`config.mk`:
```
export PLATFORM = sky130hd
export DESIGN_NAME = ibm_sector_header_detector_flat
export DESIGN_NICKNAME = d
export VERILOG_FILES = /design/src/rtl/ihd_pkg.sv /design/src/rtl/ihd_if.sv /design/src/rtl/ihd_apb_regs.sv /design/src/rtl/ihd_in_stage.sv /design/src/rtl/ihd_core.sv /design/src/rtl/ibm_sector_header_detector.sv /design/src/flat_wrapper.sv
export SDC_FILE = /design/constraint.sdc
export NUM_CORES = 1
export LEC_CHECK = 0
export BUFFER_PORTS_ARGS = -buffer_cell sky130_fd_sc_hd__buf_2
export CAP_MARGIN = 10
export CORE_MARGIN = 2
export CORE_UTILIZATION = 58
export DETAILED_ROUTE_END_ITERATION = 8
export HOLD_SLACK_MARGIN = 0.15
export PLACE_DENSITY = 0.81
export SYNTH_ARGS = -nofsm -noshare
export SYNTH_HDL_FRONTEND = slang
export SYNTH_SLANG_ARGS = --single-unit
```
`constraint.sdc`:
```
create_clock -name i_clk -period 5 [get_ports i_clk]
set_input_delay 0.5 -clock i_clk [delete_from_list [all_inputs] [get_ports i_clk]]
set_output_delay 0.5 -clock i_clk [all_outputs]
set_load 0.02 [all_outputs]
```
`src/rtl/ihd_pkg.sv`:
```
// ----------------------------------------------------------------------------
// ihd_pkg
// Shared types, constants and the CRC-16-CCITT byte update for the IBM
// sector header detector.
// ----------------------------------------------------------------------------
package ihd_pkg;

    localparam int TIME_BITS_DEF = 32;
    localparam int TIME_W        = 32;
    localparam int PADDR_W       = 5;

    localparam logic [3:0]  POS_IDLE  = 4'd15;
    localparam logic [3:0]  MFM_LAST  = 4'd9;
    localparam logic [3:0]  FM_LAST   = 4'd7;
    localparam logic [15:0] CRC_INIT  = 16'hFFFF;
    localparam logic [15:0] CRC_POLY  = 16'h1021;
    localparam logic [7:0]  SYNC_MARK = 8'hA1;
    localparam logic [7:0]  ID_MARK   = 8'hFE;
    localparam logic [7:0]  COUNT_MAX = 8'hFF;

    localparam logic [2:0] REG_FM_MODE     = 3'd0;
    localparam logic [2:0] REG_TGT_CYL     = 3'd1;
    localparam logic [2:0] REG_TGT_HEAD    = 3'd2;
    localparam logic [2:0] REG_TGT_SECTOR  = 3'd3;
    localparam logic [2:0] REG_TGT_SIZE    = 3'd4;

    typedef struct packed {
        logic              func;
        logic [7:0]        data_byte;
        logic              window_start;
        logic [TIME_W-1:0] tick_stamp;
    } t_in_item;

    typedef struct packed {
        logic       fm_mode;
        logic [7:0] target_cylinder;
        logic [7:0] target_head;
        logic [7:0] target_sector;
        logic [7:0] target_size_code;
    } t_cfg;

    function automatic logic [15:0] crc_byte(input logic [15:0] crc, input logic [7:0] b);
        logic [15:0] c;
        c = crc ^ {b, 8'h00};
        for (int i = 0; i < 8; i++) begin
            if (c[15]) begin
                c = {c[14:0], 1'b0} ^ CRC_POLY;
            end else begin
                c = {c[14:0], 1'b0};
            end
        end
        return c;
    endfunction

    function automatic logic [7:0] mfm_mark(input logic [1:0] idx);
        logic [7:0] m;
        case (idx)
            2'd3:    m = ID_MARK;
            default: m = SYNC_MARK;
        endcase
        return m;
    endfunction

endpackage

```
`src/rtl/ihd_if.sv`:
```
// ----------------------------------------------------------------------------
// ihd_if
// Valid/ready channels of the sector header detector: byte/index items in,
// header reports out.
// ----------------------------------------------------------------------------
interface ihd_in_if;
    logic                      valid;
    logic                      ready;
    logic                      func;
    logic [7:0]                data_byte;
    logic                      window_start;
    logic [ihd_pkg::TIME_W-1:0] tick_stamp;

    modport source (output valid, func, data_byte, window_start, tick_stamp, input ready);
    modport sink   (input valid, func, data_byte, window_start, tick_stamp, output ready);
endinterface

interface ihd_out_if;
    logic                      valid;
    logic                      ready;
    logic                      header_ok;
    logic                      target_match;
    logic [7:0]                cylinder;
    logic [7:0]                head;
    logic [7:0]                sector;
    logic [7:0]                size_code;
    logic [ihd_pkg::TIME_W-1:0] ticks_since_index;
    logic [7:0]                header_count;

    modport source (output valid, header_ok, target_match, cylinder, head, sector,
                    size_code, ticks_since_index, header_count, input ready);
    modport sink   (input valid, header_ok, target_match, cylinder, head, sector,
                    size_code, ticks_since_index, header_count, output ready);
endinterface

```
`src/rtl/ihd_apb_regs.sv`:
```
// ----------------------------------------------------------------------------
// ihd_apb_regs
// APB register file: read mode and target sector ID.
// ----------------------------------------------------------------------------
module ihd_apb_regs (
    input  logic                         i_clk,
    input  logic                         i_rst_n,
    input  logic                         psel,
    input  logic                         penable,
    input  logic                         pwrite,
    input  logic [ihd_pkg::PADDR_W-1:0]  paddr,
    input  logic [31:0]                  pwdata,
    output logic [31:0]                  prdata,
    output logic                         pready,
    output ihd_pkg::t_cfg                o_cfg
);

    ihd_pkg::t_cfg r_cfg;
    logic          wr_en;
    logic [2:0]    reg_idx;

    assign wr_en   = psel && penable && pwrite;
    assign reg_idx = paddr[ihd_pkg::PADDR_W-1:2];
    assign pready  = 1'b1;
    assign o_cfg   = r_cfg;

    always_ff @(posedge i_clk) begin
        if (!i_rst_n) begin
            r_cfg <= '0;
        end else if (wr_en) begin
            unique case (reg_idx)
                ihd_pkg::REG_FM_MODE:    r_cfg.fm_mode          <= pwdata[0];
                ihd_pkg::REG_TGT_CYL:    r_cfg.target_cylinder  <= pwdata[7:0];
                ihd_pkg::REG_TGT_HEAD:   r_cfg.target_head      <= pwdata[7:0];
                ihd_pkg::REG_TGT_SECTOR: r_cfg.target_sector    <= pwdata[7:0];
                ihd_pkg::REG_TGT_SIZE:   r_cfg.target_size_code <= pwdata[7:0];
                default: ;
            endcase
        end
    end

    always_comb begin
        unique case (reg_idx)
            ihd_pkg::REG_FM_MODE:    prdata = {31'd0, r_cfg.fm_mode};
            ihd_pkg::REG_TGT_CYL:    prdata = {24'd0, r_cfg.target_cylinder};
            ihd_pkg::REG_TGT_HEAD:   prdata = {24'd0, r_cfg.target_head};
            ihd_pkg::REG_TGT_SECTOR: prdata = {24'd0, r_cfg.target_sector};
            ihd_pkg::REG_TGT_SIZE:   prdata = {24'd0, r_cfg.target_size_code};
            default:                 prdata = 32'd0;
        endcase
    end

endmodule

```
`src/rtl/ihd_in_stage.sv`:
```
// ----------------------------------------------------------------------------
// ihd_in_stage
// Input register: captures one item per transfer, holds it while the core
// stalls.
// ----------------------------------------------------------------------------
module ihd_in_stage (
    input  logic              i_clk,
    input  logic              i_rst_n,
    ihd_in_if.sink            i_in,
    input  logic              i_adv,
    output logic              o_valid,
    output ihd_pkg::t_in_item o_item
);

    logic              r_valid;
    ihd_pkg::t_in_item r_item;
    logic              take;

    assign take       = !r_valid || i_adv;
    assign i_in.ready = take;
    assign o_valid    = r_valid;
    assign o_item     = r_item;

    always_ff @(posedge i_clk) begin
        if (!i_rst_n) begin
            r_valid <= 1'b0;
        end else if (take) begin
            r_valid <= i_in.valid;
        end
    end

    always_ff @(posedge i_clk) begin
        if (take && i_in.valid) begin
            r_item.func         <= i_in.func;
            r_item.data_byte    <= i_in.data_byte;
            r_item.window_start <= i_in.window_start;
            r_item.tick_stamp   <= i_in.tick_stamp;
        end
    end

endmodule

```
`src/rtl/ihd_core.sv`:
```
// ----------------------------------------------------------------------------
// ihd_core
// Header window tracking, mark and CRC checks, ID capture, index timing and
// the result register.
// ----------------------------------------------------------------------------
module ihd_core #(
    parameter int TIME_BITS = ihd_pkg::TIME_BITS_DEF
) (
    input  logic              i_clk,
    input  logic              i_rst_n,
    input  logic              i_valid,
    input  ihd_pkg::t_in_item i_item,
    input  ihd_pkg::t_cfg     i_cfg,
    output logic              o_adv,
    ihd_out_if.source         o_out
);

    logic [3:0]           r_pos,  n_pos;
    logic [15:0]          r_crc,  n_crc;
    logic                 r_marks, n_marks;
    logic [7:0]           r_id [4];
    logic [7:0]           n_id [4];
    logic [TIME_BITS-1:0] r_idx,  n_idx;
    logic [TIME_BITS-1:0] r_win,  n_win;
    logic [7:0]           r_cnt,  n_cnt;

    logic                 r_out_valid;
    logic                 r_out_ok;
    logic                 r_out_match;
    logic [7:0]           r_out_id [4];
    logic [ihd_pkg::TIME_W-1:0] r_out_ticks;
    logic [7:0]           r_out_cnt;

    logic                 adv;
    logic                 fire;
    logic                 n_result;
    logic [TIME_BITS-1:0] now;
    logic [3:0]           w_pos;
    logic [3:0]           w_last;
    logic [15:0]          w_crc_in;
    logic [15:0]          w_crc_b;
    logic                 w_ok;
    logic                 w_match;
    logic [TIME_BITS-1:0] w_diff;
    logic [7:0]           b;

    assign adv   = !r_out_valid || o_out.ready;
    assign fire  = i_valid && adv;
    assign o_adv = adv;
    assign now   = TIME_BITS'(i_item.tick_stamp);
    assign b     = i_item.data_byte;

    always_comb begin
        n_pos    = r_pos;
        n_crc    = r_crc;
        n_marks  = r_marks;
        n_id     = r_id;
        n_idx    = r_idx;
        n_win    = r_win;
        n_cnt    = r_cnt;
        n_result = 1'b0;
        w_pos    = i_item.window_start ? 4'd0 : r_pos;
        w_crc_in = i_item.window_start ? ihd_pkg::CRC_INIT : r_crc;
        w_crc_b  = ihd_pkg::crc_byte(w_crc_in, b);
        w_last   = i_cfg.fm_mode ? ihd_pkg::FM_LAST : ihd_pkg::MFM_LAST;
        w_ok     = 1'b0;
        if (fire) begin
            if (i_item.func) begin
                n_idx = now;
                n_cnt = 8'd0;
            end else if (i_item.window_start || r_pos != ihd_pkg::POS_IDLE) begin
                if (i_item.window_start) begin
                    n_marks = 1'b1;
                    n_win   = now;
                end
                if (i_cfg.fm_mode) begin
                    n_crc = (w_pos >= 4'd1) ? w_crc_b : w_crc_in;
                    if (w_pos == 4'd1 && b != ihd_pkg::ID_MARK) begin
                        n_marks = 1'b0;
                    end
                    if (w_pos >= 4'd2 && w_pos <= 4'd5) begin
                        n_id[2'(w_pos - 4'd2)] = b;
                    end
                end else begin
                    n_crc = w_crc_b;
                    if (w_pos <= 4'd3 && b != ihd_pkg::mfm_mark(w_pos[1:0])) begin
                        n_marks = 1'b0;
                    end
                    if (w_pos >= 4'd4 && w_pos <= 4'd7) begin
                        n_id[w_pos[1:0]] = b;
                    end
                end
                if (w_pos < w_last) begin
                    n_pos = w_pos + 4'd1;
                end else begin
                    n_pos    = ihd_pkg::POS_IDLE;
                    n_result = 1'b1;
                    w_ok     = n_marks && (n_crc == 16'd0);
                    if (w_ok && r_cnt != ihd_pkg::COUNT_MAX) begin
                        n_cnt = r_cnt + 8'd1;
                    end
                end
            end
        end
    end

    assign w_match = w_ok
                  && n_id[0] == i_cfg.target_cylinder
                  && n_id[1] == i_cfg.target_head
                  && n_id[2] == i_cfg.target_sector
                  && n_id[3] == i_cfg.target_size_code;
    assign w_diff  = n_win - r_idx;

    always_ff @(posedge i_clk) begin
        if (!i_rst_n) begin
            r_pos       <= ihd_pkg::POS_IDLE;
            r_crc       <= ihd_pkg::CRC_INIT;
            r_marks     <= 1'b0;
            r_id        <= '{default: 8'd0};
            r_idx       <= '0;
            r_win       <= '0;
            r_cnt       <= 8'd0;
            r_out_valid <= 1'b0;
        end else begin
            r_pos   <= n_pos;
            r_crc   <= n_crc;
            r_marks <= n_marks;
            r_id    <= n_id;
            r_idx   <= n_idx;
            r_win   <= n_win;
            r_cnt   <= n_cnt;
            if (adv) begin
                r_out_valid <= n_result;
            end
        end
    end

    always_ff @(posedge i_clk) begin
        if (n_result) begin
            r_out_ok    <= w_ok;
            r_out_match <= w_match;
            r_out_id    <= n_id;
            r_out_ticks <= ihd_pkg::TIME_W'(w_diff);
            r_out_cnt   <= n_cnt;
        end
    end

    assign o_out.valid             = r_out_valid;
    assign o_out.header_ok         = r_out_ok;
    assign o_out.target_match      = r_out_match;
    assign o_out.cylinder          = r_out_id[0];
    assign o_out.head              = r_out_id[1];
    assign o_out.sector            = r_out_id[2];
    assign o_out.size_code         = r_out_id[3];
    assign o_out.ticks_since_index = r_out_ticks;
    assign o_out.header_count      = r_out_cnt;

    a_result_loads: assert property (@(posedge i_clk) disable iff (!i_rst_n)
        n_result |=> r_out_valid)
        else $error("result not registered");

    a_idle_after_end: assert property (@(posedge i_clk) disable iff (!i_rst_n)
        n_result |=> r_pos == ihd_pkg::POS_IDLE)
        else $error("window still open after its last byte");

    a_index_clears: assert property (@(posedge i_clk) disable iff (!i_rst_n)
        (fire && i_item.func) |=> r_cnt == 8'd0)
        else $error("header count not cleared by index");

    a_match_ok: assert property (@(posedge i_clk) disable iff (!i_rst_n)
        (r_out_valid && r_out_match) |-> r_out_ok)
        else $error("target match without valid header");

    a_pos_range: assert property (@(posedge i_clk) disable iff (!i_rst_n)
        (r_pos <= ihd_pkg::MFM_LAST) || (r_pos == ihd_pkg::POS_IDLE))
        else $error("window position out of range");

endmodule

```
`src/rtl/ibm_sector_header_detector.sv`:
```
// ----------------------------------------------------------------------------
// ibm_sector_header_detector
// Finds IBM ID address marks (MFM or FM) in a decoded byte stream and
// reports each header window with its ID, CRC status and index timing.
//
// i_in carries decoded bytes and index pulses; a byte with window_start set
// opens a header window (10 bytes MFM, 8 bytes FM, chosen by fm_mode).
// o_out carries one report per completed window; other items give none.
// The APB port holds fm_mode and the target ID; write it only while idle.
// An item can transfer in every cycle unless o_out stalls; the report of a
// window passes from its last byte through the input register, then the
// result register, to o_out.
// When o_out stalls, the result register holds and i_in keeps taking items
// until the input register is also full.
// Reset (synchronous, active low) closes any window, clears the header
// count, index and window times, and empties both registers.
// Ticks are measured modulo 2^TIME_BITS and returned as 32 bits.
// ----------------------------------------------------------------------------
module ibm_sector_header_detector #(
    parameter int TIME_BITS = ihd_pkg::TIME_BITS_DEF
) (
    input  logic                         i_clk,
    input  logic                         i_rst_n,
    ihd_in_if.sink                       i_in,
    ihd_out_if.source                    o_out,
    input  logic                         psel,
    input  logic                         penable,
    input  logic                         pwrite,
    input  logic [ihd_pkg::PADDR_W-1:0]  paddr,
    input  logic [31:0]                  pwdata,
    output logic [31:0]                  prdata,
    output logic                         pready
);

    ihd_pkg::t_cfg     cfg;
    ihd_pkg::t_in_item s1_item;
    logic              s1_valid;
    logic              core_adv;

    ihd_apb_regs u_regs (
        .i_clk   (i_clk),
        .i_rst_n (i_rst_n),
        .psel    (psel),
        .penable (penable),
        .pwrite  (pwrite),
        .paddr   (paddr),
        .pwdata  (pwdata),
        .prdata  (prdata),
        .pready  (pready),
        .o_cfg   (cfg)
    );

    ihd_in_stage u_in (
        .i_clk   (i_clk),
        .i_rst_n (i_rst_n),
        .i_in    (i_in),
        .i_adv   (core_adv),
        .o_valid (s1_valid),
        .o_item  (s1_item)
    );

    ihd_core #(
        .TIME_BITS (TIME_BITS)
    ) u_core (
        .i_clk   (i_clk),
        .i_rst_n (i_rst_n),
        .i_valid (s1_valid),
        .i_item  (s1_item),
        .i_cfg   (cfg),
        .o_adv   (core_adv),
        .o_out   (o_out)
    );

endmodule

```
`src/flat_wrapper.sv`:
```
// flat-port wrapper written by rule: the top's interface ports become plain ports
module ibm_sector_header_detector_flat 
#(
    parameter int TIME_BITS = ihd_pkg::TIME_BITS_DEF
)
  (i_clk, i_rst_n, psel, penable, pwrite, paddr, pwdata, prdata, pready, i_in_valid, i_in_func, i_in_data_byte, i_in_window_start, i_in_tick_stamp, i_in_ready, o_out_valid, o_out_header_ok, o_out_target_match, o_out_cylinder, o_out_head, o_out_sector, o_out_size_code, o_out_ticks_since_index, o_out_header_count, o_out_ready);
  ihd_in_if i_in_i ();
  ihd_out_if o_out_i ();
  input  logic i_clk;
  input  logic i_rst_n;
  input  logic psel;
  input  logic penable;
  input  logic pwrite;
  input  logic [ihd_pkg::PADDR_W-1:0] paddr;
  input  logic [31:0] pwdata;
  output logic [31:0] prdata;
  output logic pready;
  input wire logic [$bits(i_in_i.valid)-1:0] i_in_valid;
  input wire logic [$bits(i_in_i.func)-1:0] i_in_func;
  input wire logic [$bits(i_in_i.data_byte)-1:0] i_in_data_byte;
  input wire logic [$bits(i_in_i.window_start)-1:0] i_in_window_start;
  input wire logic [$bits(i_in_i.tick_stamp)-1:0] i_in_tick_stamp;
  output wire logic [$bits(i_in_i.ready)-1:0] i_in_ready;
  output wire logic [$bits(o_out_i.valid)-1:0] o_out_valid;
  output wire logic [$bits(o_out_i.header_ok)-1:0] o_out_header_ok;
  output wire logic [$bits(o_out_i.target_match)-1:0] o_out_target_match;
  output wire logic [$bits(o_out_i.cylinder)-1:0] o_out_cylinder;
  output wire logic [$bits(o_out_i.head)-1:0] o_out_head;
  output wire logic [$bits(o_out_i.sector)-1:0] o_out_sector;
  output wire logic [$bits(o_out_i.size_code)-1:0] o_out_size_code;
  output wire logic [$bits(o_out_i.ticks_since_index)-1:0] o_out_ticks_since_index;
  output wire logic [$bits(o_out_i.header_count)-1:0] o_out_header_count;
  input wire logic [$bits(o_out_i.ready)-1:0] o_out_ready;
  assign i_in_i.valid = i_in_valid;
  assign i_in_i.func = i_in_func;
  assign i_in_i.data_byte = i_in_data_byte;
  assign i_in_i.window_start = i_in_window_start;
  assign i_in_i.tick_stamp = i_in_tick_stamp;
  assign i_in_ready = i_in_i.ready;
  assign o_out_valid = o_out_i.valid;
  assign o_out_header_ok = o_out_i.header_ok;
  assign o_out_target_match = o_out_i.target_match;
  assign o_out_cylinder = o_out_i.cylinder;
  assign o_out_head = o_out_i.head;
  assign o_out_sector = o_out_i.sector;
  assign o_out_size_code = o_out_i.size_code;
  assign o_out_ticks_since_index = o_out_i.ticks_since_index;
  assign o_out_header_count = o_out_i.header_count;
  assign o_out_i.ready = o_out_ready;
  ibm_sector_header_detector #(.TIME_BITS(TIME_BITS)) u_core (.i_clk(i_clk), .i_rst_n(i_rst_n), .i_in(i_in_i), .o_out(o_out_i), .psel(psel), .penable(penable), .pwrite(pwrite), .paddr(paddr), .pwdata(pwdata), .prdata(prdata), .pready(pready));
endmodule
```
**Word-level counts from Yosys, hierarchy flattened**

Cells that the tools add are included.

- Input bits: 86
- Register bits: 276
- Logic and storage cells: 159
- Output and inout bits: 109

- Muxes and demuxes: 59
- Bitwise operators: 12
- Equal/unequal tests: 14
- Add/sub/neg operators: 4
- Order comparisons: 11
- Reduce and logical (&&, ||, !) cells: 30

Operators by type and width:

| kind | count |
|---|---|
| 32-bit 2-to-1 mux | 10 |
| 13-bit 2-to-1 mux | 8 |
| 16-bit 2-to-1 mux | 6 |
| 8-bit 2-to-1 mux | 11 |
| 32-bit bitwise mux | 2 |
| 8-bit case mux with 5 select lines | 1 |
| 8-bit demux with 2-bit select | 2 |
| 8-bit equality test | 4 |
| 32-bit subtractor | 1 |
| 3-bit NOT | 8 |
| 1-bit logical AND | 16 |
| 16-bit logical NOT | 1 |
| 8-bit != test, second input constant | 2 |
| 16-bit XOR | 1 |
| 1-bit 2-to-1 mux | 15 |
| 4-bit 2-to-1 mux | 3 |
| 2-bit AND reduction | 6 |
| 8-bit by 1-bit adder with 8-bit output, second input constant | 1 |
| 4-bit by 3-bit <= comparator with 1-bit output, second input constant | 2 |
| 8-bit != test | 1 |
| 7-bit 2-to-1 mux | 1 |
| 3-bit by 2-bit equality test with 1-bit output, second input constant | 2 |
| 3-bit >= comparator, second input constant | 2 |
| 3-bit by 1-bit < comparator with 1-bit output, second input constant | 2 |
| other kinds (18) | 22 |

**Logic depth before layout (Yosys ltp)**

- Depth in word-level cells: 33
- Mapped depth: 18
- Mapped depth without buffers: 15

**Hierarchy**

A second synthesis with hierarchy kept.

- Cells, all modules: 1300
- Area total of the unflattened synthesis: 13390.3 um2

Modules (own cells, without submodules):

| module | cells an instance | times used | area each (um2) | sequential area each (um2) |
|---|---|---|---|---|
| ihd_core | 1064 | 1 | 10351.2 | 4744.6 |
| ihd_apb_regs | 189 | 1 | 1720.4 | 660.6 |
| ihd_in_stage | 47 | 1 | 1318.8 | 1281.2 |

**Worst setup path after synthesis**

OpenSTA, ideal clock, no wires.

- Path type: flip-flop to flip-flop
- Start: reg u_core.u_in.r_item (netlist bit u_core.u_in.o_item[32])
- End: reg u_core.u_core.r_out_ticks (netlist bit u_core.u_core.o_out.ticks_since_index[20]), data pin
- Period minus slack after synthesis: 4.522 ns
- Arrival time: 4.259 ns
- Required time: 4.736 ns
- Stages on the path, launching flop included: 19
- Path slack: 0.478 ns
- Cell sequence: edfxtp_1 > buf_2 > buf_2 > clkbuf_1 > buf_2 > nand2_1 > buf_1 > mux2i_1 > ha_1 > inv_1 > fa_1 > a21o_1 > a221oi_1 > nand3_1 > a41oi_1 > o21ai_0 > a41o_1 > a221oi_1 > xnor2_1

- Cells in the longest elaborated chain, start to end: 5

RTL lines:

| item | line | RTL |
|---|---|---|
| from (decl) | ihd_in_stage.sv:16 | `ihd_pkg::t_in_item r_item;` |
| 32-bit 2-to-1 mux / 1-bit logical OR (equally long branches) | ihd_core.sv:72, ihd_core.sv:71 |  |
| 32-bit 2-to-1 mux * | ihd_core.sv:71 | `end else if (i_item.window_start \|\| r_pos != ihd_pkg::POS_IDLE) begin` |
| 32-bit 2-to-1 mux * | ihd_core.sv:68 | `if (i_item.func) begin` |
| 32-bit 2-to-1 mux * | ihd_core.sv:67 | `if (fire) begin` |
| 32-bit subtractor * | ihd_core.sv:112 | `assign w_diff = n_win - r_idx;` |
| via u_core.u_core.w_diff[20] | ihd_core.sv:44 | `logic [TIME_BITS-1:0] w_diff;` |
| to (signal assigned) | ihd_core.sv:143 | `r_out_ticks <= ihd_pkg::TIME_W'(w_diff);` |
| to (decl) | ihd_core.sv:31 | `logic [ihd_pkg::TIME_W-1:0] r_out_ticks;` |

Mark *: on every way through the listed nets, which the timed path passes. The rest lies on a longest branch.
A chain may end at the register's enable or synchronous reset.

**Final worst setup path**

- Start: reg u_core.u_in.r_item (netlist bit u_core.u_in.o_item[41])
- End: reg u_core.u_core.r_out_ticks (netlist bit u_core.u_core.o_out.ticks_since_index[29]), data pin

- Cells in the longest elaborated chain, start to end: 3

RTL lines:

| item | line | RTL |
|---|---|---|
| 32-bit 2-to-1 mux | ihd_core.sv:68 |  |
| 32-bit 2-to-1 mux | ihd_core.sv:67 |  |
| via u_core.u_core.n_win[17] | ihd_core.sv:24 | `logic [TIME_BITS-1:0] r_win, n_win;` |
| 32-bit subtractor | ihd_core.sv:112 |  |
| via u_core.u_core.w_diff[29] | ihd_core.sv:44 |  |

The timed path passes the listed nets, and every way through them passes these cells.

==> impl_metrics.ini <==
[run_status]
outcome = complete, no violations

[setup_path]
reg2reg_depth = 14
critical_path_class = reg -> reg
crit_arrival_ns = 4.93
end_kind = register
rrSetupSlack_ns = 0.48
rr_endpoint = u_core.u_core.o_out.ticks_since_index[29]
timing.rr.start = u_core.u_in.o_item[41]
critPathRequiredTime_ns = 5.41
critPathMaxFanout = 13
startpoint_type = register

[logic_synthesis]
yosys.area_share.simple = 0.168
ys_types = 81
synthAdderAreaFrac = 0.0321
ys_warn_count = 0
synthFlopType = dfxtp_1
synth_compound_area_frac = 0.112
avgSynthCellArea_um2 = 10.4
yosysSeqAreaShare = 0.496
netlist_area_mm2 = 0.0135
synth_edf_count = 116
synth_top_family_by_area = simple AND/OR/NAND/NOR gates
synth-xor-area-share = 0.0533
syn_inst = 1295
synth_seq_cells = 276
synthMuxAreaShare = 0.0832
async_flop_share = 0

[final_layout]
nets = 1578
syn_to_final_growth_pct = 15.5
drive_above_1_share = 0.180
diodes = 0
fin_util = 0.686
post-route-cell-area_mm2 = 0.0156

[global_route]
grt_max_degree = 104
grt_pass1_wl_mm = 48.9
grt-busiest-layer = met2
use_met2 = 0.426
grt_use_total = 0.250
use_met1 = 0.333
grt_pass1_vias = 9575
grt.overflow.total = 0
grt_antenna_before_repair = 1
grtUsageMet3 = 0.0352

[placed_design]
numPortBuffers = 143
dp_hpwl_mm = 20.5
postPlaceCellArea_mm2 = 0.0143
place_congestion = 0.904
preCtsSetupSlack_ns = 0.426

[timing]
max_freq_ghz = 0.221
hold_ws_ns = 0.181
setup_viol = 0
report.final.slew_viol_count = 0
post-route-period-util = 0.904
final_critical_path_setup_slack_ns = 0.478
fin_skew_ns = 0.0198
hold_viol_final = 0
relSlewSlack = 0.276
setup_tns_ns = 0
period_minus_slack_ns = 4.52
worst_pin_slew_ns = 1.08
rsz0062_at_grt = no

[clock_tree]
cts-htree-levels = 1
path_clk_slew_ns = 0.06
postCtsSetupBuffers = 0
cts.sinks = 276
worstSkewPairLatency_ns = 0.55
cts-resized-gates = 0
cts_tree = yes
clockBufferDepth = 3
cts_made_buffers = 29
cts.root.buffer_cell = clkbuf_16
postCtsHoldBufs = 39

[floorplan]
io_pins = 195
die_h_um = 157
dieArea_mm2 = 0.0245
initial_core_util = 0.594
core_mm2 = 0.0227
num_rows = 55
fp.dieW_um = 157

[drt]
drt_iter0_drc = 805
drt-vias-per-instance = 5.68
num_vias = 10000
ant_nets = 0
drt_wl_total_mm = 30.9
dr.pass1.iters = 5
wl_per_cell_um = 17.5
drc_errors = 0

[pwr]
leakage_nw = 6.33
pwr_density_cell_mw_per_mm2 = 338
max-vdd-ir-drop_uv = 353

[worst_hold_path]
holdPathEnd = u_core.u_in.o_item[3]
min-delay-start = i_in_tick_stamp[3]
whs_path_depth = 1
hold_class = in -> reg

[flow_run]
max_cap_violations = 0
area by class of cell:
cell class / count / area (um^2)
fillers: 1675 / 7130
flip-flops and latches: 276 / 6690
multi-input cells: 883 / 6150
repair buffers: 197 / 1220
clock buffers: 37 / 776
well taps: 285 / 357
inverters: 71 / 268
clock inverters: 17 / 118
worst max-delay path, stage by stage, from the launching register on:
cell       delay (ns)
edfxtp_1         0.49
nor3b_1          0.42
nand2_1          0.24
buf_4            0.26
mux2_2           0.29
ha_1             0.34
or2_2            0.30
and3_1           0.19
o41ai_1          0.38
a21oi_1          0.17
nor4b_1          0.45
o31ai_1          0.15
buf_4            0.17
a2111oi_0        0.38
nand3b_1         0.16
registers in the layout (all words and copies together) (netlist names), 16 cells and up:
name / cells
u_core.u_in.o_item: 42
u_core.u_core.r_idx: 32
u_core.u_regs.o_cfg: 33
u_core.u_core.r_crc: 16
u_core.u_core.o_out.ticks_since_index: 32
u_core.u_core.r_win: 32
u_core.u_core.r_id: 32
how the worst max path moves through the flow:
stage                                                     end  slack [ns]                    from
finish              u_core.u_core.o_out.ticks_since_index[29]        0.48  u_core.u_in.o_item[41]
CTS                 u_core.u_core.o_out.ticks_since_index[29]        0.53  u_core.u_in.o_item[41]
floorplan           u_core.u_core.o_out.ticks_since_index[20]        0.48  u_core.u_in.o_item[32]
detailed placement  u_core.u_core.o_out.ticks_since_index[29]        0.43             o_out_ready
global route        u_core.u_core.o_out.ticks_since_index[29]        0.06     u_core.u_in.o_valid
global placement    u_core.u_core.o_out.ticks_since_index[29]        0.49             o_out_ready
stage by stage:
stage	std cells	total power, mW
finish	1766	5.26
global route	1766	5.47
CTS	1765	5.28
detailed placement	1672	3.25
global placement	1672	3.23
floorplan	1318	3.08
cell families (layout without fill, tap and decap cells):
logic type,count (synthesis),after routing
and+or+nand+nor,426,426
adders and majority gates,34,34
other,2,25
buffers and inverters,159,322
muxes,107,107
DFF,276,276
AOI/OAI and AO/OA,216,216
xor gates and xnor gates,75,75
placed cells by master (no fill, tap or decap), types with 25 or more instances in the layout:
cell,count
xnor2_1,53
edfxtp_1,116
nor2b_1,76
clkbuf_16,29
o21ai_0,37
a21oi_1,37
nand2_1,128
mux2i_1,66
a21boi_0,42
ha_1,33
nor2_1,48
buf_2,142
inv_1,70
dlygate4sd3_1,40
and2_1,42
dfxtp_1,160
conb_1,25
mux2_2,41
synth_stat cells (all sizes together), types with 4 or more instances:
library cell,n,area share
dfxtp,160,0.24
nand2,128,0.036
edfxtp,116,0.26
nor2b,76,0.035
inv,71,0.020
mux2i,66,0.049
xnor2,54,0.036
nor2,48,0.013
buf,46,0.024
and2,43,0.020
a21boi,42,0.023
clkbuf,42,0.012
mux2,41,0.034
a21oi,37,0.014
o21ai,37,0.014
ha,33,0.031
nor3,19,0.0086
xor2,18,0.012
and3,17,0.0079
nand3,15,0.0056
nor4,14,0.0074
nand4,13,0.0060
nand2b,12,0.0056
o211ai,9,0.0050
o22ai,9,0.0042
o21a,8,0.0045
o311ai,8,0.0052
or2,8,0.0037
or4,8,0.0047
a21o,7,0.0039
a22oi,7,0.0039
o2111ai,6,0.0039
o31ai,6,0.0033
or3,6,0.0028
a221o,5,0.0037
nand3b,5,0.0028
a211oi,4,0.0022
and4,4,0.0026
power by group:
group	leakage, nW	switching [mW]	internal (mW)
clock network	0.447	0.868	1.15
logic	3.52	0.414	0.333
registers	2.37	0.0565	2.44
per-layer routing:
metal | up-vias | part of all wire
li1 | 4856 | -
met1 | 4778 | 0.43
met2 | 338 | 0.48
met3 | 64 | 0.056
met4 | 2 | 0.025
met5 | - | 0.00036
(Power assumes the default switching activity.)
